## src/ffd_pkg.sv

```systemverilog
package ffd_pkg;

    localparam int FRAME_BYTES = 133;
    localparam int CHECK_POS   = 130;
    localparam int TAIL_POS    = 131;
    localparam int ADDR_W      = 8;
    localparam int BYTE_W      = 8;
    localparam int COUNT_W     = 32;
    localparam int CFG_IDX_W   = 2;
    localparam int QUEUE_DEPTH = 4;

    typedef logic [ADDR_W-1:0]  addr_t;
    typedef logic [BYTE_W-1:0]  byte_t;
    typedef logic [COUNT_W-1:0] count_t;

    localparam logic OP_RX   = 1'b0;
    localparam logic OP_READ = 1'b1;

    localparam logic [CFG_IDX_W-1:0] REG_SYNC_FIRST  = 2'd0;
    localparam logic [CFG_IDX_W-1:0] REG_SYNC_SECOND = 2'd1;
    localparam logic [CFG_IDX_W-1:0] REG_TAIL_FIRST  = 2'd2;
    localparam logic [CFG_IDX_W-1:0] REG_TAIL_SECOND = 2'd3;

    typedef enum logic [1:0] {
        ERR_NONE     = 2'd0,
        ERR_TAIL     = 2'd1,
        ERR_CHECKSUM = 2'd2
    } err_t;

    typedef enum logic [1:0] {
        CMD_WRITE = 2'd0,
        CMD_READ  = 2'd1,
        CMD_DONE  = 2'd2
    } cmd_kind_t;

    typedef struct packed {
        cmd_kind_t kind;
        addr_t     addr;
        byte_t     data;
        err_t      err;
    } cmd_t;

    typedef struct packed {
        byte_t sync_first;
        byte_t sync_second;
        byte_t tail_first;
        byte_t tail_second;
    } cfg_t;

endpackage

```

## src/ffd_ram.sv

```systemverilog
module ffd_ram #(
    parameter int WIDTH = 8,
    parameter int DEPTH = 133
) (
    input  logic                     clk,
    input  logic                     we,
    input  logic [$clog2(DEPTH)-1:0] waddr,
    input  logic [WIDTH-1:0]         wdata,
    input  logic                     re,
    input  logic [$clog2(DEPTH)-1:0] raddr,
    output logic [WIDTH-1:0]         rdata
);

    logic [WIDTH-1:0] mem [DEPTH];

    always_ff @(posedge clk)
    begin
        if (we)
        begin
            mem[waddr] <= wdata;
        end
        if (re)
        begin
            rdata <= mem[raddr];
        end
    end

endmodule

```

## src/ffd_fifo.sv

```systemverilog
module ffd_fifo #(
    parameter int DEPTH = ffd_pkg::QUEUE_DEPTH
) (
    input  logic          clk,
    input  logic          rst_n,
    input  logic          push,
    input  ffd_pkg::cmd_t wdata,
    output logic          full,
    input  logic          pop,
    output logic          empty,
    output ffd_pkg::cmd_t rdata
);

    localparam int PTR_W = (DEPTH > 1) ? $clog2(DEPTH) : 1;
    localparam int CNT_W = $clog2(DEPTH + 1);

    ffd_pkg::cmd_t entry_reg [DEPTH];
    logic [PTR_W-1:0] wr_ptr_reg;
    logic [PTR_W-1:0] wr_ptr_next;
    logic [PTR_W-1:0] rd_ptr_reg;
    logic [PTR_W-1:0] rd_ptr_next;
    logic [CNT_W-1:0] count_reg;
    logic [CNT_W-1:0] count_next;

    assign full  = (count_reg == CNT_W'(DEPTH));
    assign empty = (count_reg == '0);
    assign rdata = entry_reg[rd_ptr_reg];

    always_comb
    begin
        wr_ptr_next = wr_ptr_reg;
        rd_ptr_next = rd_ptr_reg;
        count_next  = count_reg;
        if (push)
        begin
            wr_ptr_next = (wr_ptr_reg == PTR_W'(DEPTH - 1)) ? '0 : wr_ptr_reg + PTR_W'(1);
        end
        if (pop)
        begin
            rd_ptr_next = (rd_ptr_reg == PTR_W'(DEPTH - 1)) ? '0 : rd_ptr_reg + PTR_W'(1);
        end
        if (push && !pop)
        begin
            count_next = count_reg + CNT_W'(1);
        end
        else if (pop && !push)
        begin
            count_next = count_reg - CNT_W'(1);
        end
    end

    always_ff @(posedge clk or negedge rst_n)
    begin
        if (!rst_n)
        begin
            wr_ptr_reg <= '0;
            rd_ptr_reg <= '0;
            count_reg  <= '0;
        end
        else
        begin
            wr_ptr_reg <= wr_ptr_next;
            rd_ptr_reg <= rd_ptr_next;
            count_reg  <= count_next;
        end
    end

    always_ff @(posedge clk)
    begin
        if (push)
        begin
            entry_reg[wr_ptr_reg] <= wdata;
        end
    end

endmodule

```

## src/ffd_front.sv

```systemverilog
module ffd_front (
    input  logic          clk,
    input  logic          rst_n,
    input  logic          in_valid,
    output logic          in_ready,
    input  logic          op,
    input  logic [7:0]    rx_byte,
    input  logic [7:0]    read_index,
    input  ffd_pkg::cfg_t cfg,
    input  logic          queue_full,
    output logic          cmd_push,
    output ffd_pkg::cmd_t cmd
);

    ffd_pkg::addr_t fill_reg;
    ffd_pkg::addr_t fill_next;
    ffd_pkg::byte_t xor_reg;
    ffd_pkg::byte_t xor_next;
    ffd_pkg::byte_t chk_reg;
    ffd_pkg::byte_t chk_next;
    ffd_pkg::byte_t tail_reg;
    ffd_pkg::byte_t tail_next;
    logic           accept;

    assign in_ready = !queue_full;
    assign accept   = in_valid && in_ready;

    always_comb
    begin
        fill_next = fill_reg;
        xor_next  = xor_reg;
        chk_next  = chk_reg;
        tail_next = tail_reg;
        cmd_push  = 1'b0;
        cmd.kind  = ffd_pkg::CMD_WRITE;
        cmd.addr  = fill_reg;
        cmd.data  = rx_byte;
        cmd.err   = ffd_pkg::ERR_NONE;
        if (accept)
        begin
            if (op == ffd_pkg::OP_READ)
            begin
                cmd_push = 1'b1;
                cmd.kind = ffd_pkg::CMD_READ;
                cmd.addr = read_index;
            end
            else if (fill_reg == '0)
            begin
                if (rx_byte == cfg.sync_first)
                begin
                    cmd_push  = 1'b1;
                    cmd.addr  = '0;
                    cmd.data  = cfg.sync_first;
                    fill_next = ffd_pkg::addr_t'(1);
                    xor_next  = cfg.sync_first;
                end
            end
            else if (fill_reg == ffd_pkg::addr_t'(1))
            begin
                if (rx_byte == cfg.sync_second)
                begin
                    cmd_push  = 1'b1;
                    fill_next = ffd_pkg::addr_t'(2);
                    xor_next  = xor_reg ^ rx_byte;
                end
                else if (rx_byte == cfg.sync_first)
                begin
                    cmd_push  = 1'b1;
                    cmd.addr  = '0;
                    cmd.data  = cfg.sync_first;
                    fill_next = ffd_pkg::addr_t'(1);
                    xor_next  = cfg.sync_first;
                end
                else
                begin
                    fill_next = '0;
                end
            end
            else
            begin
                cmd_push  = 1'b1;
                fill_next = fill_reg + ffd_pkg::addr_t'(1);
                if (fill_reg < ffd_pkg::addr_t'(ffd_pkg::CHECK_POS))
                begin
                    xor_next = xor_reg ^ rx_byte;
                end
                if (fill_reg == ffd_pkg::addr_t'(ffd_pkg::CHECK_POS))
                begin
                    chk_next = rx_byte;
                end
                if (fill_reg == ffd_pkg::addr_t'(ffd_pkg::TAIL_POS))
                begin
                    tail_next = rx_byte;
                end
                if (fill_reg == ffd_pkg::addr_t'(ffd_pkg::FRAME_BYTES - 1))
                begin
                    cmd.kind  = ffd_pkg::CMD_DONE;
                    fill_next = '0;
                    xor_next  = '0;
                    if (tail_reg != cfg.tail_first || rx_byte != cfg.tail_second)
                    begin
                        cmd.err = ffd_pkg::ERR_TAIL;
                    end
                    else if (xor_reg != chk_reg)
                    begin
                        cmd.err = ffd_pkg::ERR_CHECKSUM;
                    end
                end
            end
        end
    end

    always_ff @(posedge clk or negedge rst_n)
    begin
        if (!rst_n)
        begin
            fill_reg <= '0;
            xor_reg  <= '0;
        end
        else
        begin
            fill_reg <= fill_next;
            xor_reg  <= xor_next;
        end
    end

    always_ff @(posedge clk)
    begin
        chk_reg  <= chk_next;
        tail_reg <= tail_next;
    end

endmodule

```

## src/ffd_back.sv

```systemverilog
module ffd_back (
    input  logic          clk,
    input  logic          rst_n,
    input  logic          queue_empty,
    input  ffd_pkg::cmd_t cmd,
    output logic          cmd_pop,
    output logic          out_valid,
    input  logic          out_ready,
    output logic          frame_done,
    output logic          frame_ok,
    output logic [1:0]    error_code,
    output logic [31:0]   good_count,
    output logic [31:0]   bad_count,
    output logic [7:0]    read_data
);

    logic [ffd_pkg::FRAME_BYTES-1:0] written_reg;
    ffd_pkg::count_t good_reg;
    ffd_pkg::count_t bad_reg;
    ffd_pkg::count_t good_next;
    ffd_pkg::count_t bad_next;

    logic            s1_valid_reg;
    logic            s1_done_reg;
    ffd_pkg::err_t   s1_err_reg;
    logic            s1_hit_reg;
    ffd_pkg::count_t s1_good_reg;
    ffd_pkg::count_t s1_bad_reg;

    logic            out_valid_reg;
    logic            out_done_reg;
    ffd_pkg::err_t   out_err_reg;
    ffd_pkg::count_t out_good_reg;
    ffd_pkg::count_t out_bad_reg;
    ffd_pkg::byte_t  out_data_reg;

    logic            s1_move;
    logic            s1_load;
    logic            ram_we;
    logic            ram_re;
    logic            in_range;
    logic            hit;
    ffd_pkg::byte_t  ram_q;

    assign s1_move  = s1_valid_reg && (!out_valid_reg || out_ready);
    assign cmd_pop  = !queue_empty && (!s1_valid_reg || s1_move);
    assign in_range = (cmd.addr < ffd_pkg::addr_t'(ffd_pkg::FRAME_BYTES));
    assign hit      = in_range && written_reg[cmd.addr];
    assign ram_we   = cmd_pop && (cmd.kind == ffd_pkg::CMD_WRITE || cmd.kind == ffd_pkg::CMD_DONE);
    assign ram_re   = cmd_pop && (cmd.kind == ffd_pkg::CMD_READ) && hit;
    assign s1_load  = cmd_pop && (cmd.kind == ffd_pkg::CMD_READ || cmd.kind == ffd_pkg::CMD_DONE);

    always_comb
    begin
        good_next = good_reg;
        bad_next  = bad_reg;
        if (cmd_pop && cmd.kind == ffd_pkg::CMD_DONE)
        begin
            if (cmd.err == ffd_pkg::ERR_NONE)
            begin
                good_next = good_reg + ffd_pkg::count_t'(1);
            end
            else
            begin
                bad_next = bad_reg + ffd_pkg::count_t'(1);
            end
        end
    end

    ffd_ram #(
        .WIDTH (ffd_pkg::BYTE_W),
        .DEPTH (ffd_pkg::FRAME_BYTES)
    ) u_store (
        .clk   (clk),
        .we    (ram_we),
        .waddr (cmd.addr),
        .wdata (cmd.data),
        .re    (ram_re),
        .raddr (cmd.addr),
        .rdata (ram_q)
    );

    always_ff @(posedge clk or negedge rst_n)
    begin
        if (!rst_n)
        begin
            written_reg   <= '0;
            good_reg      <= '0;
            bad_reg       <= '0;
            s1_valid_reg  <= 1'b0;
            out_valid_reg <= 1'b0;
        end
        else
        begin
            if (ram_we)
            begin
                written_reg[cmd.addr] <= 1'b1;
            end
            good_reg <= good_next;
            bad_reg  <= bad_next;
            if (s1_load)
            begin
                s1_valid_reg <= 1'b1;
            end
            else if (s1_move)
            begin
                s1_valid_reg <= 1'b0;
            end
            if (s1_move)
            begin
                out_valid_reg <= 1'b1;
            end
            else if (out_ready)
            begin
                out_valid_reg <= 1'b0;
            end
        end
    end

    always_ff @(posedge clk)
    begin
        if (s1_load)
        begin
            s1_done_reg <= (cmd.kind == ffd_pkg::CMD_DONE);
            s1_err_reg  <= (cmd.kind == ffd_pkg::CMD_DONE) ? cmd.err : ffd_pkg::ERR_NONE;
            s1_hit_reg  <= (cmd.kind == ffd_pkg::CMD_READ) && hit;
            s1_good_reg <= good_next;
            s1_bad_reg  <= bad_next;
        end
        if (s1_move)
        begin
            out_done_reg <= s1_done_reg;
            out_err_reg  <= s1_err_reg;
            out_good_reg <= s1_good_reg;
            out_bad_reg  <= s1_bad_reg;
            out_data_reg <= s1_hit_reg ? ram_q : '0;
        end
    end

    assign out_valid  = out_valid_reg;
    assign frame_done = out_done_reg;
    assign frame_ok   = out_done_reg && (out_err_reg == ffd_pkg::ERR_NONE);
    assign error_code = out_err_reg;
    assign good_count = out_good_reg;
    assign bad_count  = out_bad_reg;
    assign read_data  = out_data_reg;

endmodule

```

## src/fixed_frame_deframer_xor_check.sv

```systemverilog
// Fixed-length frame deframer: hunts received link bytes for a two-byte header,
// stores the 133-byte frame, and on its last byte checks the tail bytes and the
// XOR checksum, returning one report with wrapping good and bad frame counts.
// A read transaction returns one stored byte (zero past the frame or where
// never written since reset). The block takes one transaction per clock while
// the command queue has room; a result passes a stage register and an output
// register. A command queue of QUEUE_DEPTH entries sits between the header
// hunt and the frame buffer so either side can stall alone. The frame buffer
// is a single write/read memory, one access per cycle, which sets that rate.
// Buffer entries not yet written read as zero; no clearing pass follows reset.
module fixed_frame_deframer_xor_check #(
    parameter int QUEUE_DEPTH = ffd_pkg::QUEUE_DEPTH
) (
    input  logic        clk,
    input  logic        rst_n,
    input  logic        in_valid,
    output logic        in_ready,
    input  logic        op,
    input  logic [7:0]  rx_byte,
    input  logic [7:0]  read_index,
    output logic        out_valid,
    input  logic        out_ready,
    output logic        frame_done,
    output logic        frame_ok,
    output logic [1:0]  error_code,
    output logic [31:0] good_count,
    output logic [31:0] bad_count,
    output logic [7:0]  read_data,
    input  logic        cfg_valid,
    output logic        cfg_ready,
    input  logic [1:0]  cfg_index,
    input  logic [7:0]  cfg_data
);

    ffd_pkg::cfg_t cfg_reg;
    ffd_pkg::cmd_t push_cmd;
    ffd_pkg::cmd_t pop_cmd;
    logic          queue_push;
    logic          queue_pop;
    logic          queue_full;
    logic          queue_empty;

    assign cfg_ready = 1'b1;

    always_ff @(posedge clk or negedge rst_n)
    begin
        if (!rst_n)
        begin
            cfg_reg <= '0;
        end
        else if (cfg_valid && cfg_ready)
        begin
            case (cfg_index)
                ffd_pkg::REG_SYNC_FIRST:  cfg_reg.sync_first  <= cfg_data;
                ffd_pkg::REG_SYNC_SECOND: cfg_reg.sync_second <= cfg_data;
                ffd_pkg::REG_TAIL_FIRST:  cfg_reg.tail_first  <= cfg_data;
                ffd_pkg::REG_TAIL_SECOND: cfg_reg.tail_second <= cfg_data;
                default:                  cfg_reg <= cfg_reg;
            endcase
        end
    end

    ffd_front u_front (
        .clk        (clk),
        .rst_n      (rst_n),
        .in_valid   (in_valid),
        .in_ready   (in_ready),
        .op         (op),
        .rx_byte    (rx_byte),
        .read_index (read_index),
        .cfg        (cfg_reg),
        .queue_full (queue_full),
        .cmd_push   (queue_push),
        .cmd        (push_cmd)
    );

    ffd_fifo #(
        .DEPTH (QUEUE_DEPTH)
    ) u_queue (
        .clk   (clk),
        .rst_n (rst_n),
        .push  (queue_push),
        .wdata (push_cmd),
        .full  (queue_full),
        .pop   (queue_pop),
        .empty (queue_empty),
        .rdata (pop_cmd)
    );

    ffd_back u_back (
        .clk         (clk),
        .rst_n       (rst_n),
        .queue_empty (queue_empty),
        .cmd         (pop_cmd),
        .cmd_pop     (queue_pop),
        .out_valid   (out_valid),
        .out_ready   (out_ready),
        .frame_done  (frame_done),
        .frame_ok    (frame_ok),
        .error_code  (error_code),
        .good_count  (good_count),
        .bad_count   (bad_count),
        .read_data   (read_data)
    );

`ifndef SYNTHESIS
    assert property (@(posedge clk) disable iff (!rst_n)
        !(queue_push && queue_full))
        else $error("command pushed into a full queue");

    assert property (@(posedge clk) disable iff (!rst_n)
        !(queue_pop && queue_empty))
        else $error("command popped from an empty queue");

    assert property (@(posedge clk) disable iff (!rst_n)
        (out_valid && frame_done) |->
            (read_data == 8'd0) && (frame_ok == (error_code == ffd_pkg::ERR_NONE)))
        else $error("frame report carries inconsistent status");

    assert property (@(posedge clk) disable iff (!rst_n)
        (out_valid && !frame_done) |-> (!frame_ok && error_code == ffd_pkg::ERR_NONE))
        else $error("read reply carries frame status");
`endif

endmodule

```

## config.mk

```make
export PLATFORM = sky130hd
export DESIGN_NAME = fixed_frame_deframer_xor_check
export DESIGN_NICKNAME = d
export VERILOG_FILES = /design/src/ffd_pkg.sv /design/src/ffd_ram.sv /design/src/ffd_fifo.sv /design/src/ffd_front.sv /design/src/ffd_back.sv /design/src/fixed_frame_deframer_xor_check.sv
export SDC_FILE = /design/constraint.sdc
export NUM_CORES = 2
export LEC_CHECK = 0
export BUFFER_PORTS_ARGS = -buffer_cell sky130_fd_sc_hd__buf_4
export CAP_MARGIN = 20
export CORE_ASPECT_RATIO = 0.8
export CORE_UTILIZATION = 50
export CTS_CLUSTER_DIAMETER = 50
export DETAILED_ROUTE_END_ITERATION = 16
export GPL_ROUTABILITY_DRIVEN = 0
export PLACE_DENSITY_LB_ADDON = 0.12
export SYNTH_ARGS = -nofsm -noshare
export SYNTH_HDL_FRONTEND = slang
export SYNTH_SLANG_ARGS = --single-unit
export TNS_END_PERCENT = 50
```

## constraint.sdc

```tcl
create_clock -name clk -period 13.3 [get_ports clk]
set_input_delay 1.33 -clock clk [delete_from_list [all_inputs] [get_ports clk]]
set_output_delay 1.33 -clock clk [all_outputs]
set_load 0.05 [all_outputs]
```

# After elaboration in Yosys (flattened, before gate mapping)
# Memories as Yosys holds them, arrays and structs flattened. A register that Yosys moved wholly into a read port is not among the register bits.
# Index checks and enable logic that the tools add are counted.
totals:
  ff_bits: 413
  mem_bits_rw: 1144
  input_bits: 32
  mem_count: 2
classes:
  add_sub_neg: 7
  order_cmp: 4
  eq_ne: 18
  mux: 53
  bitwise: 5
  n_reduce_logical: 43
mem_list:
  columns: ["name", "depth", "word_bits", "rd", "rd_clocked_by_memory_dff", "wr", "line_no", "rtl"]
  rows:
  - ["u_back.u_store.mem", 133, 8, 1, 1, 1, "ffd_ram.sv:14", "logic [WIDTH-1:0] mem [DEPTH];"]
  - ["u_queue.entry_reg", 4, 20, 1, 0, 1, "ffd_fifo.sv:17", "ffd_pkg::cmd_t entry_reg [DEPTH];"]
ops:
  columns: ["operator", "n"]
  rows:
  - ["OR 133 bit", 1]
  - ["2-to-1 mux 32 bit", 4]
  - ["2-to-1 mux 8 bit", 11]
  - ["adder 32 x 1 -> 32 bit, second input constant", 2]
  - ["2-to-1 mux 16 bit", 4]
  - ["== test 8 bit, second input constant", 3]
  - ["!= test 8 bit", 3]
  - ["2-to-1 mux 10 bit", 2]
  - ["2-to-1 mux 2 bit", 10]
  - ["2-to-1 mux 20 bit", 1]
  - ["2-to-1 mux 1 bit", 17]
  - ["== test 8 bit", 2]
  - ["< comparator 8 bit, second input constant", 2]
  - ["logical AND 1 bit", 14]
  - ["== test 2 bit, second input constant", 5]
  - ["AND reduction 5 bit", 2]
  - ["< comparator 8 x 9 -> 1 bit, second input constant", 1]
  - ["adder 8 x 1 -> 8 bit, second input constant", 1]
  - ["binary-select mux 1 bit (select 8 bit)", 1]
  - ["demux 1 bit (select 8 bit)", 1]
  - ["== test 8 x 1 -> 1 bit, second input constant", 1]
  - [">= comparator 8 x 1 -> 1 bit, second input constant", 1]
  - ["logical NOT 2 bit", 4]
  - ["logical NOT 8 bit", 1]
  - ["other kinds (16)", 36]

# Logic depth before layout (Yosys ltp)
logic_depth:
  word_depth: 11
  depth_mapped: 13
  ltp_nobuf: 11

# Cells and area by module
# Synthesis repeated with hierarchy kept, for this count alone.
unflattened:
  hier_cells: 3397
  area_unflattened_um2: 62436.1
modules_own_cells:
  columns: ["module", "instances", "cells_per_inst", "area_each_um2", "seq_area_each_um2"]
  rows:
  - ["ffd_ram", 1, 2120, 42465.7, 32190.9]
  - ["ffd_back", 1, 853, 13206.4, 9273.9]
  - ["ffd_fifo", 1, 141, 3305.7, 2577.5]
  - ["ffd_front", 1, 213, 2234.6, 880.8]
  - ["fixed_frame_deframer_xor_check", 1, 70, 1223.7, 800.8]

# Least setup slack after synthesis
# Ideal clock, no wire load.
synth_timing:
  path_type: "register to register"
  startpoint: "register u_queue.rd_ptr_reg[1]"
  endpoint: "register u_back.s1_bad_reg[0], enable pin"
  setup_ps: 495
  arrival_ps: 4633
  required_time_ps: 12805
  setup_slack_ps: 8173
  stages_incl_launch_ff: 7
  path_buffers: 3
  period_less_slack_ps: 5127
  cell_sequence: "dfrtp_1 buf_2 buf_2 clkbuf_1 mux4_2 ha_1 nor2_1"
synth_via:
  elab_chain_len: 4
  word_cells_on_any_way: 5
synth_rtl:
  columns: ["item", "line_no", "rtl"]
  rows:
  - ["start: declaration", "ffd_fifo.sv:20", "logic [PTR_W-1:0] rd_ptr_reg;"]
  - ["start signal: assignment", "ffd_fifo.sv:63", "rd_ptr_reg <= rd_ptr_next;"]
  - ["memory (4 x 20 bit) *", null, null]
  - ["== test 2 x 1 -> 1 bit or == test 2 bit (tied branches)", "ffd_back.sv:51", "assign s1_load = cmd_pop && (cmd.kind == ffd_pkg::CMD_READ || cmd.kind == ffd_pkg::CMD_DONE);"]
  - ["logical OR 1 bit *", "ffd_back.sv:51", null]
  - ["logical AND 1 bit *", "ffd_back.sv:51", null]
  - ["via u_back.s1_load", "ffd_back.sv:38", "logic s1_load;"]
  - ["end signal: assignment", "ffd_back.sv:128", "s1_bad_reg <= bad_next;"]
  - ["end: declaration", "ffd_back.sv:28", "ffd_pkg::count_t s1_bad_reg;"]
# The timed path passes the listed nets; every way through them passes the cells marked *.
# A chain may end at the register's enable or synchronous reset.

# Final worst setup path
layout_timing:
  startpoint: "register u_queue.rd_ptr_reg[0]"
  endpoint: "register u_back.u_store.rdata[0] (read register of u_back.u_store.mem), enable pin"
layout_via:
  elab_chain_len: 5
  word_cells_on_any_way: 8
layout_rtl:
  columns: ["item", "line_no", "rtl"]
  rows:
  - ["memory (4 x 20 bit) *", null, null]
  - ["binary-select mux 1 bit (select 8 bit)", "ffd_back.sv:48", "assign hit = in_range && written_reg[cmd.addr];"]
  - ["2-to-1 mux 1 bit (not written as such)", "ffd_back.sv:48", null]
  - ["logical AND 1 bit", "ffd_back.sv:48", null]
  - ["logical AND 1 bit *", "ffd_back.sv:50", "assign ram_re = cmd_pop && (cmd.kind == ffd_pkg::CMD_READ) && hit;"]
  - ["via u_back.ram_re", "ffd_back.sv:40", "logic ram_re;"]
  - ["end: declaration", "ffd_ram.sv:11", "output logic [WIDTH-1:0] rdata"]
# The timed path passes the listed nets; every way through them passes the cells marked *. The select of a mux whose other input is x is not followed.

==> qor.yml <==
clockBufferDepth: 3
yosysTopAreaCellShare_pct: 64.02
combPwrFrac_pct: 32.9
synthSimpleGateAreaFrac_pct: 5.048
worst-path-max-fanout: 46
htreeDepth: 4
ir_worst_vdd_mv: 0.1877
reg2reg_depth: 11
muxShareOfSynthArea_pct: 15.15
rows: 114
gr-usage-met1_pct: 35.07
swShare_pct: 34.13
syn-cell-area_mm2: 0.06150
async_flop_share_pct: 16.23
grt_first_pass_wirelength_um: 215600
grt_max_degree: 102
slew_violations: 0
ys.flop_type: "edfxtp_1"
cts_root_buf: "clkbuf_16"
max_stage_delay_ps: 950
io_buffers: 109
overflow: 0
r2r_end: "u_back.u_store.rdata[0]"
yosys.area.top_type: "edfxtp_1"
cts_hold_buf: 0
crit_path_end: "u_back.u_store.rdata[0]"
boundaryPins: 111
hold_path_class: "reg -> reg"
p_seq_share_pct: 40.5
syn_nets: 3388
diodes: 0
core_mm2: 0.1214
yosys-top-cells-area: "edfxtp_1, dfrtp_1, mux2i_1, mux4_2, or2_2"
drv_cap: 0
yosys_warnings: 0
grt_use_total_pct: 23.83
r2r_slack_ps: 7450
worstMarginPinSlew_ps: 1144
wire_per_inst_um: 28.05
drt_iter0_drc: 2790
power_frac_clock_pct: 26.6
first_pass_iters: 6
synth.avg_cell_area_um2: 18.41
dieArea_mm2: 0.1244
fmax_ghz: 0.1709
maxSlewHeadroom_pct: 23.75
wl_um: 147500
crit_path_cell_trace: "buf_4 > mux4_4 > buf_4 > buf_4 > buf_4 > mux4_2 > nand2_1 > nand3_1 > nand4_1 > a22o_1 > nor2_1"
synth_enable_flop_cells: 1311
synthAdderAreaFrac_pct: 0.3174
synth.distinct_cells: 68
hold_slack_ps: 412.1
crit_path_end_kind: "flip-flop"
die_width_um: 394.1
cp-startpoint: "u_queue.rd_ptr_reg[0]"
met3_usage_pct: 4.999
critPathMostFrequentCell: "buf_4"
grt_pass1_vias: 31792
synth-xor-area-share_pct: 1.538
dieHeight_um: 315.7
place_ws_ps: 7420
ys_seq_area_share_pct: 74.35
leakagePower_nw: 25.07
fin_ws_ps: 7448
critPathKind: "reg -> reg"
postCtsResizedCells: 0
crit_required_ps: 13720
internal_power_w: 0.01099
synthCells: 3341
final_hold_viol_count: 0
clk_latency_ps: 790
largest_register_ffs: 1064
start_util_pct: 50.66
remaining_drc_errors: 0
syn2layout_area_growth_pct: 12.49
vias: 31424
fin_util_pct: 56.99
viasPerCell: 5.976
yosysMostFrequentCell: "edfxtp_1"
rr_startpoint: "u_queue.rd_ptr_reg[0]"
period_minus_slack_ps: 5852
busiest_layer: "met2"
worstSetupStartpointType: "flip-flop"
cts_buffers: 155
outcome: "finished, final reports clean"
arrival_ps: 6270
finish.instance_area_mm2: 0.06917
period_share_pct: 44.00
grt_setup_unrepaired: "no"
grt_antenna_before_repair: 4
finalSetupTns_ps: 0
synth_seq_cells: 1565
post_cts_buffers: 0
cts_sinks: 1565
cts.clk_slew.worst_paths_ps: 60
power_density_mw_per_mm2: 241.2
synth_top_family_by_area: "multiplexers"
p_switching_w: 0.005696
slowest_stage: "mux4_4"
hpwl_um: 90880
skew_ps: 31.59
final_net_count: 3551
gr-usage-met2_pct: 35.99
setup_viol: 0
synth_common_cells: "edfxtp_1, mux2i_1, dfrtp_1"
synth_compound_area_share_pct: 2.108
drive_above_1_share_pct: 20.97
cts_tree: "yes"
placed_area_mm2: 0.06388
ant_nets: 0
-- power groups by stage --
stage	combinational, W	sequential, W	clock, W
after global routing	0.00579	0.00681	0.00468
after floorplan	0.00334	0.00717	0
final	0.00549	0.00676	0.00443
after CTS	0.00549	0.00677	0.00450
after global placement	0.00537	0.00684	0
after detailed placement	0.00548	0.00687	0
-- worst min path at each step --
stage	slack, ps	cells after the start	startpoint	endpoint
6_report	410	0	u_back.s1_done_reg	u_back.frame_done
5_1_grt	420	0	u_back.s1_done_reg	u_back.frame_done
4_1_cts	420	0	u_back.s1_done_reg	u_back.frame_done
3_5_place_dp	400	0	u_back.s1_bad_reg[17]	u_back.bad_count[17]
3_3_place_gp	400	0	u_back.s1_bad_reg[31]	u_back.bad_count[31]
2_1_floorplan	400	0	u_back.s1_bad_reg[0]	u_back.bad_count[0]
-- cells in the final DEF, fill, tap and decap left out, types with 11 or more instances in the layout --
cell type	count
bufinv_16	11
clkbuf_1	43
mux2_2	47
inv_1	23
nor3_1	18
nor4_1	15
dfrtp_1	254
o21ai_0	25
nand3_1	37
clkbuf_8	21
o41ai_1	16
nand2_1	121
mux2i_1	433
edfxtp_1	1311
o22ai_1	68
clkinv_2	14
xnor2_1	52
or2_2	132
clkinv_1	17
clkbuf_16	164
ha_1	14
mux4_2	181
and2_1	23
xor2_1	56
buf_4	145
nand4_1	23
and3_1	15
nor2_1	175
-- worst max-delay path, delay by kind of cell (launching register included) --
kind            cells  cell delay, ps
compound gates      1             240
buf+inv             4            2490
flops               1             320
mux                 2            1330
simple gates        4             950
-- logic make-up (layout without fill, tap and decap cells) --
logic type / count (synthesis) / count (layout)
compound gates: 185 / 185
xor+xnor: 108 / 108
fa+ha+maj: 15 / 15
buf+inv: 174 / 467
flops: 1565 / 1565
mux: 678 / 678
other cells: 1 / 1
simple gates: 615 / 615
-- layer usage --
metal,routed length [um],vias up
met5,0,-
met4,3337,0
met3,11180,200
met2,67110,1207
met1,65890,16598
li1,-,13419
-- stage by stage --
| step | instances | total power (W) |
|---|---|---|
| after global placement | 4960 | 0.01221 |
| after floorplan | 3341 | 0.01051 |
| final | 5258 | 0.01669 |
| after detailed placement | 4962 | 0.01235 |
| after global routing | 5258 | 0.01727 |
| after CTS | 5249 | 0.01676 |
-- layout make-up --
type | instances | area [um2]
fillers | 9071 | 52210
multi-input cells | 1602 | 14920
flip-flops and latches | 1565 | 45720
inverters | 23 | 86.33
well taps | 1624 | 2032
clock inverters | 59 | 621.8
repair buffers | 157 | 1237
clock buffers | 228 | 4554
(Power assumes the default switching activity.)
